$ cat config.mk
export PLATFORM = sky130hd
export DESIGN_NAME = tcg_regs
export DESIGN_NICKNAME = d
export VERILOG_FILES = /design/src/rtl/tcg_pkg.sv /design/src/rtl/tcg_regs.sv
export SDC_FILE = /design/constraint.sdc
export NUM_CORES = 1
export LEC_CHECK = 0
export BUFFER_PORTS_ARGS = -buffer_cell sky130_fd_sc_hd__buf_4
export CORE_ASPECT_RATIO = 1.25
export CORE_MARGIN = 3
export CORE_UTILIZATION = 25
export DETAILED_ROUTE_END_ITERATION = 8
export PLACE_DENSITY = 0.49
export SYNTH_ARGS = -nofsm -noshare
export SYNTH_HDL_FRONTEND = slang
export SYNTH_SLANG_ARGS = --single-unit
$ cat constraint.sdc
create_clock -name clk -period 1.6 [get_ports clk]
set_input_delay 0.16 -clock clk [delete_from_list [all_inputs] [get_ports clk]]
set_output_delay 0.16 -clock clk [all_outputs]
set_load 0.02 [all_outputs]
$ cat src/rtl/tcg_pkg.sv
// ----------------------------------------------------------------------------
// tcg_pkg: shared types and constants of the text console glyph renderer
// Field widths, command and result codes, register map and the structs that
// pass between the register block, the sequencer and the pixel pipeline.
// ----------------------------------------------------------------------------
package tcg_pkg;

  // Fixed field widths
  localparam int CMD_W      = 2;
  localparam int CH_W       = 8;
  localparam int GLINE_W    = 4;
  localparam int GBITS_W    = 8;
  localparam int KIND_W     = 2;
  localparam int OFF_W      = 28;
  localparam int PIX_W      = 24;
  localparam int NPIX       = 8;
  localparam int COLS_W     = 10;
  localparam int ROWS_W     = 9;
  localparam int PITCH_W    = 16;
  localparam int IN_DATA_W  = 24;   // 20 bits of fields, padded to bytes
  localparam int OUT_DATA_W = 224;  // 220 bits of fields, padded to bytes
  localparam int APB_AW     = 5;
  localparam int APB_DW     = 32;

  // Register reset values
  localparam logic [COLS_W-1:0]  RST_COLUMNS = 10'd128;
  localparam logic [ROWS_W-1:0]  RST_ROWS    = 9'd48;
  localparam logic [PITCH_W-1:0] RST_PITCH   = 16'd4096;
  localparam logic [PIX_W-1:0]   RST_FORE    = 24'hCCCCCC;
  localparam logic [PIX_W-1:0]   RST_BACK    = 24'h000000;

  // Register indexes (byte address = 4 * index)
  localparam logic [2:0] REG_ENABLE  = 3'd0;
  localparam logic [2:0] REG_COLUMNS = 3'd1;
  localparam logic [2:0] REG_ROWS    = 3'd2;
  localparam logic [2:0] REG_PITCH   = 3'd3;
  localparam logic [2:0] REG_FORE    = 3'd4;
  localparam logic [2:0] REG_BACK    = 3'd5;

  // Control characters that move the cursor
  localparam logic [CH_W-1:0] CH_TAB = 8'h09;
  localparam logic [CH_W-1:0] CH_LF  = 8'h0A;
  localparam logic [CH_W-1:0] CH_CR  = 8'h0D;

  typedef enum logic [CMD_W-1:0] {
    CMD_PUT   = 2'd0,
    CMD_LOAD  = 2'd1,
    CMD_CLEAR = 2'd2
  } cmd_e;

  typedef enum logic [KIND_W-1:0] {
    KIND_PIXEL  = 2'd0,
    KIND_SCROLL = 2'd1,
    KIND_CLEAR  = 2'd2
  } kind_e;

  typedef enum logic [1:0] {
    ST_IDLE,
    ST_GLYPH,
    ST_CMD
  } seq_state_t;

  typedef struct packed {
    logic               enable;
    logic [COLS_W-1:0]  text_columns;
    logic [ROWS_W-1:0]  text_rows;
    logic [PITCH_W-1:0] line_pitch;
    logic [PIX_W-1:0]   fore_colour;
    logic [PIX_W-1:0]   back_colour;
  } cfg_t;

  // Control part of one issued result token
  typedef struct packed {
    kind_e kind;
    logic  last;
    logic  glyph_ok;
  } tok_t;

  typedef struct packed {
    kind_e                      kind;
    logic                       last;
    logic [NPIX-1:0][PIX_W-1:0] pix;
    logic [OFF_W-1:0]           offset;
  } res_t;

endpackage

$ cat src/rtl/tcg_regs.sv
// ----------------------------------------------------------------------------
// tcg_regs: APB configuration registers
// Six registers at byte addresses 0..20, written on the access phase, read
// back with zero extension. pready is always high.
// ----------------------------------------------------------------------------
module tcg_regs
  import tcg_pkg::*;
(
  input  logic              clk,
  input  logic              rst_n,
  input  logic              cfg_psel,
  input  logic              cfg_penable,
  input  logic              cfg_pwrite,
  input  logic [APB_AW-1:0] cfg_paddr,
  input  logic [APB_DW-1:0] cfg_pwdata,
  output logic [APB_DW-1:0] cfg_prdata,
  output logic              cfg_pready,
  output cfg_t              cfg
);

  cfg_t       cfg_r;
  logic [2:0] idx;
  logic       wr;

  assign idx        = cfg_paddr[4:2];
  assign cfg_pready = 1'b1;
  assign wr         = cfg_psel && cfg_penable && cfg_pwrite && cfg_pready;
  assign cfg        = cfg_r;

  // register file
  always_ff @(posedge clk) begin
    if (!rst_n) begin
      cfg_r.enable       <= 1'b0;
      cfg_r.text_columns <= RST_COLUMNS;
      cfg_r.text_rows    <= RST_ROWS;
      cfg_r.line_pitch   <= RST_PITCH;
      cfg_r.fore_colour  <= RST_FORE;
      cfg_r.back_colour  <= RST_BACK;
    end else if (wr) begin
      unique case (idx)
        REG_ENABLE:  cfg_r.enable       <= cfg_pwdata[0];
        REG_COLUMNS: cfg_r.text_columns <= cfg_pwdata[COLS_W-1:0];
        REG_ROWS:    cfg_r.text_rows    <= cfg_pwdata[ROWS_W-1:0];
        REG_PITCH:   cfg_r.line_pitch   <= cfg_pwdata[PITCH_W-1:0];
        REG_FORE:    cfg_r.fore_colour  <= cfg_pwdata[PIX_W-1:0];
        REG_BACK:    cfg_r.back_colour  <= cfg_pwdata[PIX_W-1:0];
        default: ;
      endcase
    end
  end

  // read mux
  always_comb begin
    unique case (idx)
      REG_ENABLE:  cfg_prdata = APB_DW'(cfg_r.enable);
      REG_COLUMNS: cfg_prdata = APB_DW'(cfg_r.text_columns);
      REG_ROWS:    cfg_prdata = APB_DW'(cfg_r.text_rows);
      REG_PITCH:   cfg_prdata = APB_DW'(cfg_r.line_pitch);
      REG_FORE:    cfg_prdata = APB_DW'(cfg_r.fore_colour);
      REG_BACK:    cfg_prdata = APB_DW'(cfg_r.back_colour);
      default:     cfg_prdata = '0;
    endcase
  end

endmodule

==> results of run 1 <==
## where the power goes
part | internal (mW) | switching (mW) | leakage (nW)
clock network | 1.61 | 0.825 | 0.173
registers | 2.11 | 0.0149 | 0.680
logic | 0.212 | 0.299 | 1.64
total | 3.93 | 1.14 | 2.50
## layout make-up
class | count | area, µm² | area share, %
multi-input cells | 287 | 2040 | 35.4
well taps | 208 | 260 | 4.52
flip-flops and latches | 84 | 1690 | 29.3
clock inverters | 4 | 95.1 | 1.65
repair buffers | 168 | 1360 | 23.7
inverters | 15 | 56.3 | 0.978
clock buffers | 12 | 256 | 4.46
## logic make-up (layout without fill, tap and decap cells)
| family | after synthesis | count (layout) | synth area share (%) |
|---|---|---|---|
| buf+inv | 59 | 199 | 7.72 |
| mux | 104 | 104 | 26.6 |
| flops | 84 | 84 | 42.5 |
| compound gates | 54 | 54 | 10.1 |
| other cells | 2 | 9 | 0.190 |
| simple gates | 120 | 120 | 12.8 |
## per-layer routing
metal  GRT usage [%]  up-vias  share of wire [%]
li1                -     1731                  -
met1            16.5     1696                 41
met2            25.5      108                 51
met3            3.25       13                5.4
met4            5.91        0                1.8
met5               0        -                  0
## worst paths after layout
kind / startpoint / to / slack [ns] / cells after the start
hold / removal: cfg_pwdata[19] / cfg[19] / 0.09 / 3
hold reg to reg: cfg[8] / cfg[8] / 0.48 / 2
setup reg to reg: cfg[69] / cfg[69] / 0.88 / 2
setup / recovery: cfg[80] / cfg_prdata[7] / 0.05 / 4
## what timing repair did
item	in CTS	in global routing
gates resized for setup	5	7
pin swaps	2	3
buffers inserted	2	2
endpoints found under the setup margin	2	7
## placed cells by master, fill, tap and decap left out, drive strengths merged
cell	Yosys	layout
o221ai	1	1
nand4	1	1
buf	27	168
clkbuf	17	12
mux2	8	8
nand4b	1	1
o41ai	1	1
a22oi	3	3
conb	2	9
o21ai	14	14
nor2b	4	4
mux2i	96	96
or3	2	2
clkinv	0	1
o21a	5	5
o22ai	4	4
bufinv	0	3
o2bb2ai	6	6
nand2b	3	3
nand2	91	91
inv	15	15
dfxtp	84	84
a221oi	5	5
o311ai	15	15
nor2	18	18
## tightest hold or removal path: cells and delay by family
kind,cells,cell delay [ns]
AND/OR/NAND/NOR,1,0.05
buffers and inverters,1,0.11
multiplexers,1,0.06
## per-stage QoR
step | setup slack [ns] | setup TNS [ns] | power (mW) | area (µm²) | hold slack (ns)
final | 0.0507 | 0 | 5.07 | 5760 | 0.0914
after global routing | -0.0261 | -0.0498 | 5.29 | 5760 | 0.0798
after CTS | -0.00600 | -0.00600 | 5.15 | 5710 | 0.0692
after detailed placement | 0.0607 | 0 | 2.68 | 5330 | 0.439
after global placement | 0.0785 | 0 | 2.67 | 5330 | 0.429
after floorplan | 0.242 | 0 | 2.47 | 3980 | 0.302
==> run summary, run 1 <==
GRT Overall Usage -> 14.3%
Setup skew after layout -> 0 ns
Final GP Congestion -> 0.714
Top FF cell, synth -> dfxtp_1
Max reg flops -> 84
Vias -> 3548
Vias in the first global route -> 3518
Hold Vio Cnt, Final -> 0
LEAKAGE -> 2.50 nW
Non-filler cells in the finished layout -> 778
Floorplan row count -> 50
Placeable Area -> 0.0153 mm²
# DRC -> 0
RSZ-0062 raised after global routing -> true
Worst path arrival time -> 1.39 ns
P per Cell Area -> 881 mW/mm²
Crit-path leading delay family -> flip-flops
Layout area overhead -> 45.6%
Initial antenna violation count -> 0
Cts bufs inserted -> 9
Mapped cell area -> 0.00395 mm²
Crit Path Max Fanout -> 3
CP max-delay cell -> dfxtp_2
CP Launch Type -> flop
Top post-synthesis cells by count -> mux2i_1, nand2_1, dfxtp_1
Critical path class -> reg2out
Iteration-0 DRC Markers -> 117
Final Cycle Share -> 96.8%
I/O Buffers -> 139
First drt pass iteration count -> 4
Max-cap viol count -> 0
DIE AREA -> 0.0174 mm²
Gr ovfl total -> 0
Flops & latches, synth -> 84
Worst skew pair latency -> 0.33 ns
Top cells by area, synth -> dfxtp_1, mux2i_1, nand2_1
Die H -> 147 µm
First-pass GRT wire length -> 19500 µm
Final WL -> 12400 µm
Placed Instances -> 758
Die X -> 118 µm
Worst path required time -> 1.44 ns
CTS tree -> built
Status -> finished clean
Average size of a mapped cell -> 9.34 µm²
Fraction of layout cells with a size suffix above 1 -> 36.5%
Max Fclk -> 0.645 GHz
Hold WC Path Type -> in2reg
Pin count of the biggest net entering global routing -> 48
Peak supply drop -> 0.352 mV
CTS max path bufs -> 2
Finish-stage setup viols -> 0
# nets final -> 607
CTS sink cnt -> 84
Wire per inst -> 16.0 µm
CTS HTree Levels -> 3
# hold bufs at CTS -> 0
Count leader, synth -> mux2i_1
Ys async rst share -> 0%
Clock transition at path regs -> 0.06 ns
Register area share after synthesis -> 42.5%
Endpoint class of the critical path -> output pin
EDFF count, synth -> 0
Core Util, Final -> 37.7%
Max-slew violations -> 0
Largest area contributor in the netlist -> dfxtp_1
Yosys top cell area share -> 42.5%
Detail Placement HPWL -> 9030 µm
Root Buffer -> clkbuf_16
CP bufs+invs -> 1
Synth cell types -> 28
IO Count -> 159
Mapped Cells -> 423
Fillers -> 1604
Tmin final -> 1.55 ns
Diodes inserted -> 0
Crit-path cells -> mux2_2, a221oi_2, nor2_1, buf_4
Vias per inst -> 4.56
Number of routed nets with antenna violations -> 0
Crit path largest cell delay -> 0.33 ns
Starting Density -> 25.9%
Yosys warning total -> 0
Power figures use the tool's default switching activity.
==> run 2, diff against run 1 <==
==> constraint.sdc (replaced) <==
create_clock -name clk -period 1.6 [get_ports clk]
set_input_delay 0.08 -clock clk [delete_from_list [all_inputs] [get_ports clk]]
set_output_delay 0.08 -clock clk [all_outputs]
set_load 0.02 [all_outputs]
==> run summary, run 2 (synthesized netlist as in run 1, its figures left out) <==
Status -> finished clean
CTS HTree Levels -> 3 (unchanged)
Die X -> 118 µm (unchanged)
Max Fclk -> 0.659 GHz (+2.2%)
Commonest non-fill, non-tap cell in the layout -> buf_4
First-pass GRT wire length -> 19300 µm (-1.2%)
CTS max path bufs -> 2 (unchanged)
Hold Vio Cnt, Final -> 0 (unchanged)
Layout area overhead -> 42.6%
Most frequent cells in the layout -> buf_4, mux2i_1, nand2_1, dfxtp_1
Setup WS post-layout -> 0.0834 ns (+0.0327 ns)
Setup skew after layout -> 0 ns (unchanged)
CP Launch Type -> flop
Fraction of layout cells with a size suffix above 1 -> 33.3% (-3.2 points)
Cts repair resizes -> 0 (-5)
Gr ovfl total -> 0 (unchanged)
Initial antenna violation count -> 0 (unchanged)
Setup TNS -> 0 ns (unchanged)
Crit Path Max Fanout -> 3 (unchanged)
LEAKAGE -> 2.43 nW (-2.5%)
Die H -> 147 µm (unchanged)
Peak supply drop -> 0.339 mV (-3.8%)
# DRC -> 0 (unchanged)
Endpoint class of the critical path -> output pin
Placeable Area -> 0.0153 mm² (unchanged)
Hold WC Path Type -> in2reg
Clock transition at path regs -> 0.06 ns (about the same)
# nets final -> 601 (-0.99%)
Starting Density -> 25.9% (unchanged)
GRT Overall Usage -> 14.1% (-0.20 points)
Max-cap viol count -> 0 (unchanged)
RSZ-0062 raised after global routing -> false
P per Cell Area -> 919 mW/mm² (+4.4%)
Diodes inserted -> 0 (unchanged)
First drt pass iteration count -> 4 (unchanged)
Non-filler cells in the finished layout -> 772 (-0.77%)
Vias in the first global route -> 3451 (-1.9%)
IO Count -> 159 (unchanged)
Vias -> 3501 (-1.3%)
Fillers -> 1613 (+0.56%)
FF+latch area -> 0.00168 mm² (-0.37%)
Final Cycle Share -> 94.8% (-2.0 points)
I/O Buffers -> 139 (unchanged)
Detail Placement HPWL -> 8960 µm (-0.76%)
Final GP Congestion -> 0.686 (-3.9%)
Number of routed nets with antenna violations -> 0 (unchanged)
Critical path class -> reg2out
DIE AREA -> 0.0174 mm² (unchanged)
Worst skew pair latency -> 0.33 ns (about the same)
Worst path required time -> 1.52 ns (+0.08 ns)
Final WL -> 12500 µm (+0.29%)
Worst path arrival time -> 1.44 ns (+0.05 ns)
Pin count of the biggest net entering global routing -> 48 (unchanged)
Wire per inst -> 16.1 µm (+1.1%)
Floorplan row count -> 50 (unchanged)
Max reg flops -> 84 (unchanged)
Placed Instances -> 754 (-0.53%)
CTS tree -> built
Cts bufs inserted -> 9 (unchanged)
Root Buffer -> clkbuf_16
Finish-stage setup viols -> 0 (unchanged)
Tmin final -> 1.52 ns (-0.0327 ns)
DP Worst Slack -> 0.184 ns (+0.123 ns)
Max-slew violations -> 0 (unchanged)
Multi-input logic area -> 0.00200 mm² (-1.9%)
Iteration-0 DRC Markers -> 131 (+12%)
CTS sink cnt -> 84 (unchanged)
Vias per inst -> 4.53 (-0.56%)
## run 2: cell count changes in the layout (fill, tap and decap cells not counted), moves of 2 or more
| cell | change |
|---|---|
| dfxtp_1 | +5 |
| dfxtp_2 | -5 |
| a221oi_1 | +4 |
| a221oi_2 | -4 |
| buf_12 | -4 |
| buf_4 | -4 |
| a22oi_1 | +2 |
| a22oi_2 | -2 |
| dlygate4sd3_1 | +2 |
## run 2: cell type report
cell class	count	share of cell area, %
Clock buffer	12	4.37
Clock inverter	4	2.13
Inverter	15	0.999
Sequential cell	84	29.8
Timing Repair Buffer	162	22.6
Tap cell	208	4.62
Multi-Input combinational cell	287	35.5
## run 2: per-stage QoR
step	total power, mW	hold WS (ns)	util (%)	area [µm²]
2_1_floorplan	2.47	0.222	-	3980
3_3_place_gp	2.66	0.349	34.4	5250
3_5_place_dp	2.67	0.367	34.4	5250
4_1_cts	5.27	0.00249	36.9	5640
5_1_grt	5.40	0.0147	36.9	5640
6_report	5.18	0.0167	36.9	5640
## run 2: what timing repair did
action,4_1_cts,5_1_grt
hold buffers,2,0
buffers inserted,0,0
hold endpoints to repair,2,0
endpoints found under the setup margin,0,1
## run 2: critical path, stage by stage (launching register included)
cell	delay, ns
dfxtp_1	0.34
mux2_2	0.27
a221oi_1	0.24
nor2_1	0.10
buf_4	0.17
## run 2: power breakdown
part / internal (mW) / total, mW / switching [mW] / leakage (nW)
Clock: 1.73 / 2.56 / 0.835 / 0.177
Combinational: 0.201 / 0.494 / 0.294 / 1.58
Sequential: 2.11 / 2.12 / 0.0147 / 0.678
Total: 4.04 / 5.18 / 1.14 / 2.43
## run 2: final timing paths
check                           slack, ns       endpoint           start  cells past startpoint
worst max register to register       0.89        cfg[83]         cfg[83]                      2
worst min-delay path                 0.02        cfg[18]  cfg_pwdata[18]                      3
worst min register to register       0.47        cfg[37]         cfg[37]                      2
worst max-delay path                 0.08  cfg_prdata[5]         cfg[53]                      4
## run 2: metal layers
layer	wire length, µm	track usage, %
met3	697	3.60
met5	0	0
met2	6550	26.0
met1	5070	16.0
met4	139	4.00
