`src/rtl/tcg_pkg.sv`:
```
// ----------------------------------------------------------------------------
// tcg_pkg: shared types and constants of the text console glyph renderer
// Field widths, command and result codes, register map and the structs that
// pass between the register block, the sequencer and the pixel pipeline.
// ----------------------------------------------------------------------------
package tcg_pkg;

  // Fixed field widths
  localparam int CMD_W      = 2;
  localparam int CH_W       = 8;
  localparam int GLINE_W    = 4;
  localparam int GBITS_W    = 8;
  localparam int KIND_W     = 2;
  localparam int OFF_W      = 28;
  localparam int PIX_W      = 24;
  localparam int NPIX       = 8;
  localparam int COLS_W     = 10;
  localparam int ROWS_W     = 9;
  localparam int PITCH_W    = 16;
  localparam int IN_DATA_W  = 24;   // 20 bits of fields, padded to bytes
  localparam int OUT_DATA_W = 224;  // 220 bits of fields, padded to bytes
  localparam int APB_AW     = 5;
  localparam int APB_DW     = 32;

  // Register reset values
  localparam logic [COLS_W-1:0]  RST_COLUMNS = 10'd128;
  localparam logic [ROWS_W-1:0]  RST_ROWS    = 9'd48;
  localparam logic [PITCH_W-1:0] RST_PITCH   = 16'd4096;
  localparam logic [PIX_W-1:0]   RST_FORE    = 24'hCCCCCC;
  localparam logic [PIX_W-1:0]   RST_BACK    = 24'h000000;

  // Register indexes (byte address = 4 * index)
  localparam logic [2:0] REG_ENABLE  = 3'd0;
  localparam logic [2:0] REG_COLUMNS = 3'd1;
  localparam logic [2:0] REG_ROWS    = 3'd2;
  localparam logic [2:0] REG_PITCH   = 3'd3;
  localparam logic [2:0] REG_FORE    = 3'd4;
  localparam logic [2:0] REG_BACK    = 3'd5;

  // Control characters that move the cursor
  localparam logic [CH_W-1:0] CH_TAB = 8'h09;
  localparam logic [CH_W-1:0] CH_LF  = 8'h0A;
  localparam logic [CH_W-1:0] CH_CR  = 8'h0D;

  typedef enum logic [CMD_W-1:0] {
    CMD_PUT   = 2'd0,
    CMD_LOAD  = 2'd1,
    CMD_CLEAR = 2'd2
  } cmd_e;

  typedef enum logic [KIND_W-1:0] {
    KIND_PIXEL  = 2'd0,
    KIND_SCROLL = 2'd1,
    KIND_CLEAR  = 2'd2
  } kind_e;

  typedef enum logic [1:0] {
    ST_IDLE,
    ST_GLYPH,
    ST_CMD
  } seq_state_t;

  typedef struct packed {
    logic               enable;
    logic [COLS_W-1:0]  text_columns;
    logic [ROWS_W-1:0]  text_rows;
    logic [PITCH_W-1:0] line_pitch;
    logic [PIX_W-1:0]   fore_colour;
    logic [PIX_W-1:0]   back_colour;
  } cfg_t;

  // Control part of one issued result token
  typedef struct packed {
    kind_e kind;
    logic  last;
    logic  glyph_ok;
  } tok_t;

  typedef struct packed {
    kind_e                      kind;
    logic                       last;
    logic [NPIX-1:0][PIX_W-1:0] pix;
    logic [OFF_W-1:0]           offset;
  } res_t;

endpackage

```
`src/rtl/tcg_engine.sv`:
```
// ----------------------------------------------------------------------------
// tcg_engine: command decode, cursor and result sequencer
// Decodes each input transaction, keeps the cursor, writes font rows and
// issues one result token per cycle while the pixel pipeline advances (glyph row reads or a scroll/clear).
// ----------------------------------------------------------------------------
module tcg_engine
  import tcg_pkg::*;
#(
  parameter int FONT_CHARS   = 256,
  parameter int GLYPH_HEIGHT = 16,
  parameter int COL_W        = 9,
  parameter int ROW_W        = 8,
  parameter int LINE_W       = 4,
  parameter int PY_W         = 12,
  parameter int FA_W         = 12,
  parameter int MAX_COLUMNS  = 512,
  parameter int MAX_ROWS     = 256
) (
  input  logic                 clk,
  input  logic                 rst_n,
  input  cfg_t                 cfg,
  input  logic                 adv,
  input  logic                 clr_busy,
  // input transactions
  input  logic                 in_tvalid,
  output logic                 in_tready,
  input  logic [IN_DATA_W-1:0] in_tdata,
  input  logic [CMD_W-1:0]     in_tuser,
  // font write
  output logic                 wr_en,
  output logic [FA_W-1:0]      wr_addr,
  output logic [GBITS_W-1:0]   wr_data,
  // token issue
  output logic [FA_W-1:0]      rd_addr,
  output logic                 tok_valid,
  output tok_t                 tok,
  output logic [PY_W-1:0]      tok_py,
  output logic [COL_W-1:0]     tok_col
);

  seq_state_t          state_r, state_nxt;
  logic [LINE_W-1:0]   y_r, y_nxt;
  kind_e               cmd_kind_r, cmd_kind_nxt;
  logic [CH_W-1:0]     ch_r;
  logic [ROW_W-1:0]    ren_row_r;
  logic [COL_W-1:0]    ren_col_r;
  logic                glyph_ok_r;
  logic                scroll_pend_r;
  logic [COL_W-1:0]    cursor_col_r, cursor_col_nxt;
  logic [ROW_W-1:0]    cursor_row_r, cursor_row_nxt;

  logic [CH_W-1:0]     in_ch;
  logic [GLINE_W-1:0]  in_gline;
  logic [GBITS_W-1:0]  in_gbits;
  logic                acc;
  logic                y_last;
  logic                in_glyph_ok;

  // decode results
  logic                dec_glyph;
  logic                dec_cmd;
  kind_e               dec_kind;
  logic                dec_scroll;
  logic                nl;
  logic [COLS_W-1:0]   eff_cols;
  logic [ROWS_W-1:0]   eff_rows;
  logic [COLS_W-1:0]   nc;
  logic [ROWS_W-1:0]   nr;

  assign in_ch    = in_tdata[7:0];
  assign in_gline = in_tdata[11:8];
  assign in_gbits = in_tdata[19:12];

  assign y_last    = (y_r == LINE_W'(GLYPH_HEIGHT - 1));
  assign in_tready = adv && !clr_busy &&
                     (state_r == ST_IDLE || state_r == ST_CMD ||
                      (state_r == ST_GLYPH && y_last && !scroll_pend_r));
  assign acc       = in_tvalid && in_tready;
  assign in_glyph_ok = ({1'b0, in_ch} < 9'(FONT_CHARS));

  // font row load, independent of enable
  assign wr_en   = acc && (in_tuser == CMD_LOAD) && in_glyph_ok &&
                   ({1'b0, in_gline} < 5'(GLYPH_HEIGHT));
  assign wr_addr = FA_W'(in_ch * GLYPH_HEIGHT + in_gline);
  assign wr_data = in_gbits;

  // effective geometry
  always_comb begin
    if (cfg.text_columns == '0) begin
      eff_cols = COLS_W'(1);
    end else if (cfg.text_columns > COLS_W'(MAX_COLUMNS)) begin
      eff_cols = COLS_W'(MAX_COLUMNS);
    end else begin
      eff_cols = cfg.text_columns;
    end
    if (cfg.text_rows == '0) begin
      eff_rows = ROWS_W'(1);
    end else if (cfg.text_rows > ROWS_W'(MAX_ROWS)) begin
      eff_rows = ROWS_W'(MAX_ROWS);
    end else begin
      eff_rows = cfg.text_rows;
    end
  end

  // cursor movement for an accepted put or clear
  always_comb begin
    cursor_col_nxt = cursor_col_r;
    cursor_row_nxt = cursor_row_r;
    dec_glyph      = 1'b0;
    dec_cmd        = 1'b0;
    dec_kind       = KIND_SCROLL;
    dec_scroll     = 1'b0;
    nl             = 1'b0;
    nc             = '0;
    nr             = ROWS_W'(cursor_row_r) + ROWS_W'(1);
    if (acc && cfg.enable && in_tuser == CMD_CLEAR) begin
      cursor_col_nxt = '0;
      cursor_row_nxt = '0;
      dec_cmd        = 1'b1;
      dec_kind       = KIND_CLEAR;
    end else if (acc && cfg.enable && in_tuser == CMD_PUT) begin
      priority if (in_ch == CH_LF) begin
        nl = 1'b1;
      end else if (in_ch == CH_CR) begin
        cursor_col_nxt = '0;
      end else if (in_ch == CH_TAB) begin
        nc = (COLS_W'(cursor_col_r) + COLS_W'(8)) & ~COLS_W'(7);
        if (nc >= eff_cols) begin
          nl = 1'b1;
        end else begin
          cursor_col_nxt = COL_W'(nc);
        end
      end else begin
        dec_glyph = 1'b1;
        nc = COLS_W'(cursor_col_r) + COLS_W'(1);
        if (nc >= eff_cols) begin
          nl = 1'b1;
        end else begin
          cursor_col_nxt = COL_W'(nc);
        end
      end
      // next line, scroll when past the last row
      if (nl) begin
        cursor_col_nxt = '0;
        if (nr >= eff_rows) begin
          cursor_row_nxt = ROW_W'(eff_rows - ROWS_W'(1));
          dec_scroll     = 1'b1;
        end else begin
          cursor_row_nxt = ROW_W'(nr);
        end
      end
      dec_cmd = dec_scroll && !dec_glyph;
    end
  end

  // sequencer next state
  always_comb begin
    state_nxt    = state_r;
    y_nxt        = y_r;
    cmd_kind_nxt = cmd_kind_r;
    unique case (state_r)
      ST_IDLE: ;
      ST_GLYPH: begin
        if (adv) begin
          if (y_last) begin
            state_nxt    = scroll_pend_r ? ST_CMD : ST_IDLE;
            cmd_kind_nxt = KIND_SCROLL;
          end else begin
            y_nxt = y_r + LINE_W'(1);
          end
        end
      end
      ST_CMD: begin
        if (adv) begin
          state_nxt = ST_IDLE;
        end
      end
      default: state_nxt = ST_IDLE;
    endcase
    if (dec_glyph) begin
      state_nxt = ST_GLYPH;
      y_nxt     = '0;
    end else if (dec_cmd) begin
      state_nxt    = ST_CMD;
      cmd_kind_nxt = dec_kind;
    end
  end

  // control state
  always_ff @(posedge clk) begin
    if (!rst_n) begin
      state_r       <= ST_IDLE;
      y_r           <= '0;
      cmd_kind_r    <= KIND_SCROLL;
      scroll_pend_r <= 1'b0;
      cursor_col_r  <= '0;
      cursor_row_r  <= '0;
    end else begin
      state_r      <= state_nxt;
      y_r          <= y_nxt;
      cmd_kind_r   <= cmd_kind_nxt;
      cursor_col_r <= cursor_col_nxt;
      cursor_row_r <= cursor_row_nxt;
      if (dec_glyph) begin
        scroll_pend_r <= dec_scroll;
      end
    end
  end

  // render context, captured as the cursor moves on
  always_ff @(posedge clk) begin
    if (dec_glyph) begin
      ch_r       <= in_ch;
      ren_row_r  <= cursor_row_r;
      ren_col_r  <= cursor_col_r;
      glyph_ok_r <= in_glyph_ok;
    end
  end

  // token issue
  assign tok_valid    = (state_r == ST_GLYPH) || (state_r == ST_CMD);
  assign tok.kind     = (state_r == ST_GLYPH) ? KIND_PIXEL : cmd_kind_r;
  assign tok.last     = (state_r == ST_GLYPH) ? (y_last && !scroll_pend_r) : 1'b1;
  assign tok.glyph_ok = glyph_ok_r;
  assign tok_py       = PY_W'(ren_row_r * GLYPH_HEIGHT) + PY_W'(y_r);
  assign tok_col      = ren_col_r;
  assign rd_addr      = FA_W'(ch_r * GLYPH_HEIGHT + y_r);

  // scroll and clear always close their item
  a_cmd_last: assert property (@(posedge clk) disable iff (!rst_n)
    (tok_valid && tok.kind != KIND_PIXEL) |-> tok.last)
    else $error("command token without last");

  // cursor stays inside the maximum geometry
  a_cursor_range: assert property (@(posedge clk) disable iff (!rst_n)
    (COLS_W'(cursor_col_r) < COLS_W'(MAX_COLUMNS)) &&
    (ROWS_W'(cursor_row_r) < ROWS_W'(MAX_ROWS)))
    else $error("cursor out of range");

endmodule

```
`config.mk`:
```
export PLATFORM = sky130hd
export DESIGN_NAME = tcg_engine
export DESIGN_NICKNAME = d
export VERILOG_FILES = /design/src/rtl/tcg_pkg.sv /design/src/rtl/tcg_engine.sv
export SDC_FILE = /design/constraint.sdc
export NUM_CORES = 1
export LEC_CHECK = 0
export ABC_AREA = 1
export BUFFER_PORTS_ARGS = -buffer_cell sky130_fd_sc_hd__buf_2
export CAP_MARGIN = 30
export CORE_ASPECT_RATIO = 1.4
export CORE_MARGIN = 2
export CORE_UTILIZATION = 35
export DETAILED_ROUTE_END_ITERATION = 8
export PLACE_DENSITY = 0.61
export RECOVER_POWER = 25
export SLEW_MARGIN = 15
export SYNTH_ARGS = -nofsm -noshare
export SYNTH_HDL_FRONTEND = slang
export SYNTH_SLANG_ARGS = --single-unit
```
`constraint.sdc`:
```
create_clock -name clk -period 7.1 [get_ports clk]
set_clock_uncertainty 0.1 [all_clocks]
set_input_delay 0.71 -clock clk [delete_from_list [all_inputs] [get_ports clk]]
set_output_delay 0.71 -clock clk [all_outputs]
set_load 0.05 [all_outputs]
```
==> results of run 1 <==
metrics by stage:
stage	setup slack, ps	total power, mW
final	3890	0.658
after detailed placement	3580	0.398
after global placement	3560	0.396
after floorplan	3080	0.394
after global routing	3370	0.687
after CTS	3870	0.665
cell usage after synthesis, types with 10 or more instances:
cell type / number / share of area [%]
ha_1: 32 / 11
edfxtp_1: 25 / 21
a21oi_1: 30 / 4.2
nand2_1: 101 / 11
inv_1: 54 / 5.6
o21ai_0: 17 / 2.4
nand4_1: 10 / 1.7
buf_4: 25 / 5.2
dfxtp_1: 26 / 14
nand3_1: 22 / 3.1
xor2_1: 17 / 4.1
nor2_1: 48 / 5.0
report_power, final:
| part | internal, mW | total, mW | switching [mW] |
|---|---|---|---|
| sequential | 0.308 | 0.309 | 0.00112 |
| combinational | 0.0253 | 0.0808 | 0.0555 |
| clock | 0.166 | 0.268 | 0.102 |
flip-flops by register name (all words and copies together), names as in the netlist:
signal and flops:
y_r 4, cursor_col_r 9, state_r 2, tok_col 9, ch_r 8, scroll_pend_r 1
cmd_kind_r 2, cursor_row_r 8, ren_row_r 8
cell usage in the layout (no fill, tap or decap), types with 10 or more instances in the layout:
| master | instances |
|---|---|
| nand4_1 | 10 |
| nor2_1 | 48 |
| inv_1 | 54 |
| ha_1 | 32 |
| edfxtp_1 | 25 |
| nand3_1 | 22 |
| dfxtp_1 | 26 |
| nand2_1 | 101 |
| xor2_1 | 17 |
| buf_2 | 73 |
| o21ai_0 | 17 |
| a21oi_1 | 30 |
worst min-delay path by stage:
stage	from	end	slack (ps)	cells past startpoint
after detailed placement	cursor_row_r[7]	ren_row_r[7]	340	0
after floorplan	cursor_row_r[7]	ren_row_r[7]	310	0
after CTS	cursor_row_r[7]	ren_row_r[7]	360	0
after global routing	cursor_row_r[7]	ren_row_r[7]	370	0
after global placement	cursor_row_r[7]	ren_row_r[7]	320	0
final	cursor_row_r[7]	ren_row_r[7]	340	0
cell families after synthesis:
| family | Yosys count | share of synthesized area (%) |
|---|---|---|
| AO/OA/AOI/OAI | 64 | 10.4 |
| AND/OR/NAND/NOR | 204 | 25.9 |
| XOR/XNOR | 20 | 4.86 |
| buffers and inverters | 90 | 12.3 |
| flip-flops | 51 | 35.3 |
| adder cells (fa/ha/maj) | 32 | 11.1 |
| other | 1 | 0.104 |
final cells by class:
type                       instances  area, um^2  share of cell area [%]
multi-input combinational        321        1890                    45.7
sequential                        51        1270                    30.8
timing repair buffer              82         403                    9.76
inverter                          60         228                    5.52
tap                              135         169                    4.09
clock buffer                       5         125                    3.03
clock inverter                     3        43.8                    1.06
metal layers:
layer | vias up | global-route usage [%] | share of wire [%]
met5 | - | 0 | 0
met3 | 11 | 1.69 | 3.3
met2 | 68 | 27.5 | 53
met4 | 0 | 5.10 | 1.7
met1 | 1433 | 15.1 | 42
li1 | 1611 | - | -
==> results.toml, run 1 <==
[outcome]
outcome = "finished, final reports clean"

[die]
io_pins = 175
core-area_um2 = 9950
fp.dieH_um = 124
die_area_um2 = 11100
die_w_um = 89.8
row_count = 43
initial_core_util_pct = 36.2

[sta]
min_period_ps = 3210
tightest_slew_ps = 680
relSlewSlack_pct = 54.6
fin_tns_setup_ps = 0
timing.final.crit_share_pct = 45.2
holdWs_ps = 344
finalHoldViolCount = 0
drv_slew = 0
rsz0062_at_grt = "no"
fmax_mhz = 311
setup_viol = 0

[grt]
grt_pass1_wl_um = 12900
grt_max_degree = 17
grt_pass1_vias = 3075
antenna_found_initial = 0
overflow = 0
grtUsageTotal_pct = 13.8

[cts]
cts_tree = "built"
cts_setup_buffers = 0
clock-root-buffer = "clkbuf_16"
cts_sinks = 51
ctsResizeCount = 0
htree_levels = 2
clkLatencyLatePin_ps = 290
clkTransAtPathRegs_ps = 70
hold_buffers = 0
numCtsBuffers = 5
cts_buffer_depth = 2

[setup_path]
crit_type = "in -> reg"
crit_chain = "buf_2 -> nor2_1 -> nand2_1 -> o21ai_0 -> nand2_1 -> ha_1 -> a21oi_1 -> o21ai_0 -> a21oi_1 -> nand3_1 -> inv_1 -> a21oi_1 -> o21ai_1 -> a21oi_1"
critPathMaxStageDelay_ps = 380
reg2reg_from = "cursor_row_r[0]"
path_buf_inv = 2
worstSetupEndpointType = "register"
startpoint = "cfg[70]"
crit_top_cell = "a21oi_1"
worst-path-stages = 14
reg2reg_to = "cursor_row_r[5]"
cp-endpoint = "cursor_row_r[5]"
start_kind = "primary input"
cp.arrival_ps = 3260
cp.required_ps = 7150
r2r_slack_ps = 4020
path_max_fanout = 12
rr_worst_depth = 15
crit_slowest_cell = "ha_1"
path_delay_family = "compound AO/OA/AOI/OAI gates"

[power_and_ir_drop]
peakVddDrop_mv = 0.0925
power_density_nw_per_um2 = 159
leakage_nw = 1.95

[finish]
layout.cells.non_filler = 657
nets = 668
num_antenna_cells = 0
fill_cells = 1004
utilization_pct = 41.5
area_growth_pct = 14.5
drive_gt1_share_pct = 20.1
finalInstanceArea_um2 = 4130

[synth]
synth_cell_types = 40
syn_inst = 462
yosys_warnings = 0
async_reset_ff_share_pct = 0
syn_area_um2 = 3600
syn_avg_cell_area_um2 = 7.80
synth-seq-cells = 51
syn-num-nets = 609
synth_edf_count = 25
synth-main-ff-cell = "dfxtp_1"
synth-seq-area-share_pct = 35.3

[min_path]
hold_class = "reg -> reg"

[route]
wl_um = 7620
ant_nets = 0
drt-pass1-iter-count = 4
drt-initial-drc-count = 122
vias = 3123
drc = 0
viasPerCell = 4.75
detail_route.wl_per_cell_um = 11.6

[placement]
dp_hpwl_um = 6270
placed_area_um2 = 3970
routabilityCongestion = 0.883
dp.cells = 649
io_buffers = 81

[flow_run]
drv_cap = 0
Note: power is estimated with default switching activity, not from simulation.
==> run 2: changes to the inputs <==
- PLACE_DENSITY: 0.61 -> 0.64
- clock period: 7.1 -> 2.7 ns (I/O delays scaled with it)
==> run 2 against run 1 <==
Worst setup slack got worse by 3800 ps. Register-to-register slack got worse by 3900 ps. Critical path depth increased by 2. Sequential power increased to 2.6 times the previous value. Cell count increased by 5.8%. Sequential share of layout area decreased by 3.1 points. First-iteration DRC count increased by 30%. Wire length increased by 9.3%. Count of clock-buffer cells in the layout increased by 1. Non-clock buffer count increased by 38.
==> results.toml, run 2 (synthesis gave the netlist of run 1 again) <==
[grt]
grt_pass1_wl_um = 13400
grtUsageMet2_pct = 26.9
grt_max_degree = 21
grtUsageTotal_pct = 14.3
overflow = 0
use_met1_pct = 16.2
top_usage_layer = "met2"
grt_use_met3_pct = 1.45
grt_pass1_vias = 3110
antenna_found_initial = 0

[sta]
rsz0062_at_grt = "yes"
fmax_mhz = 384
setup_viol = 0
fin_tns_setup_ps = 0
timing.final.crit_share_pct = 96.4
holdWs_ps = 106
min_period_ps = 2600
finalHoldViolCount = 0
drv_slew = 0
setup_ws_ps = 97.7

[die]
die_area_um2 = 11100
fp.dieH_um = 124
initial_core_util_pct = 36.2
io_pins = 175
die_w_um = 89.8
row_count = 43
core-area_um2 = 9950

[finish]
num_antenna_cells = 0
utilization_pct = 47.5
final_common_cell = "nand2_1"
drive_gt1_share_pct = 35.9
area_growth_pct = 31.1
nets = 706
final_cell_mix = "nand2_1 (92), buf_2 (74), inv_1 (50), nor2_1 (42), buf_4 (35)"

[min_path]
min_to = "ch_r[1]"
hold_depth = 1
hold_start = "in_tdata[1]"
hold_class = "in -> reg"

[placement]
io_buffers = 81
dp_hpwl_um = 6660
dpl_worst_slack_ps = -117
routabilityCongestion = 0.810

[setup_path]
cp.required_ps = 2820
cp.arrival_ps = 2720
reg2reg_from = "cursor_col_r[4]"
r2r_slack_ps = 100
crit_type = "reg -> reg"
start_kind = "register"
worstSetupEndpointType = "register"
reg2reg_to = "cursor_col_r[1]"
rr_worst_depth = 16
path_max_fanout = 5

[cts]
clkLatencyLatePin_ps = 290
clock-root-buffer = "clkbuf_16"
hold_buffers = 0
cts_sinks = 51
clkTransAtPathRegs_ps = 70
cts_buffer_depth = 2
cts_tree = "built"
htree_levels = 2
numCtsBuffers = 5

[route]
vias = 3256
drt-pass1-iter-count = 4
drt-initial-drc-count = 158
viasPerCell = 4.68
detail_route.wl_per_cell_um = 12.0
drc = 0
wl_um = 8330
ant_nets = 0

[power_and_ir_drop]
leakage_nw = 2.14
peakVddDrop_mv = 0.226
power_density_nw_per_um2 = 351

[flow_run]
drv_cap = 0

[outcome]
outcome = "finished, final reports clean"
run 2: how the worst max path moves through the flow:
stage	startpoint	to	cells after the start	slack (ps)
6_report	cursor_col_r[4]	cursor_col_r[1]	16	100
5_1_grt	cursor_col_r[4]	cursor_col_r[1]	16	-110
3_5_place_dp	cfg[75]	cursor_row_r[5]	20	-120
2_1_floorplan	y_r[1]	ch_r[0]	11	-260
3_3_place_gp	cfg[75]	scroll_pend_r	23	-70
4_1_cts	cursor_col_r[4]	cursor_row_r[5]	18	-10
run 2: layer usage:
metal / up-vias / share of wire, %
met2: 81 / 54
li1: 1690 / -
met1: 1464 / 40
met4: 0 / 2.0
met3: 21 / 3.9
met5: - / 0
run 2: metrics by stage:
| stage | area, um^2 | instances | total power [mW] |
|---|---|---|---|
| floorplan | 3650 | 462 | 1.04 |
| finish | 4720 | 695 | 1.66 |
| CTS | 4390 | 685 | 1.67 |
| global placement | 4240 | 677 | 1.06 |
| detailed placement | 4240 | 677 | 1.07 |
| global route | 4720 | 695 | 1.73 |
run 2: repair_timing:
item / CTS / global route
pin swaps: 2 / 30
setup endpoints to repair: 11 / 22
gates cloned: 0 / 1
buffers inserted: 0 / 9
gates resized for setup: 4 / 71
run 2: layout make-up:
type                            instances  area, um^2
Clock inverter                          2        12.5
Tap cell                              135         169
Sequential cell                        51        1310
Timing Repair Buffer                  120         713
Clock buffer                            6         129
Fill cell                             957        5230
Inverter                               60         230
Multi-Input combinational cell        321        2160
run 2: power by group:
| part | internal, mW | switching (mW) | total [mW] |
|---|---|---|---|
| sequential | 0.803 | 0.00217 | 0.805 |
| clock | 0.342 | 0.257 | 0.598 |
| combinational | 0.0929 | 0.163 | 0.256 |
run 2: critical path: stages, from the launching register on:
cell and delay, ps:
dfxtp_2 360, buf_6 130, nand2_2 50, nor3_2 160, nand3_2 120, xor2_2 180, inv_1 70, ha_1 270
nand2_1 90, nor2_1 50, a211oi_1 160, nand2_1 120, nand2_2 90, nand3_4 120, nor3_4 280, nand2_1 100
a21oi_2 110
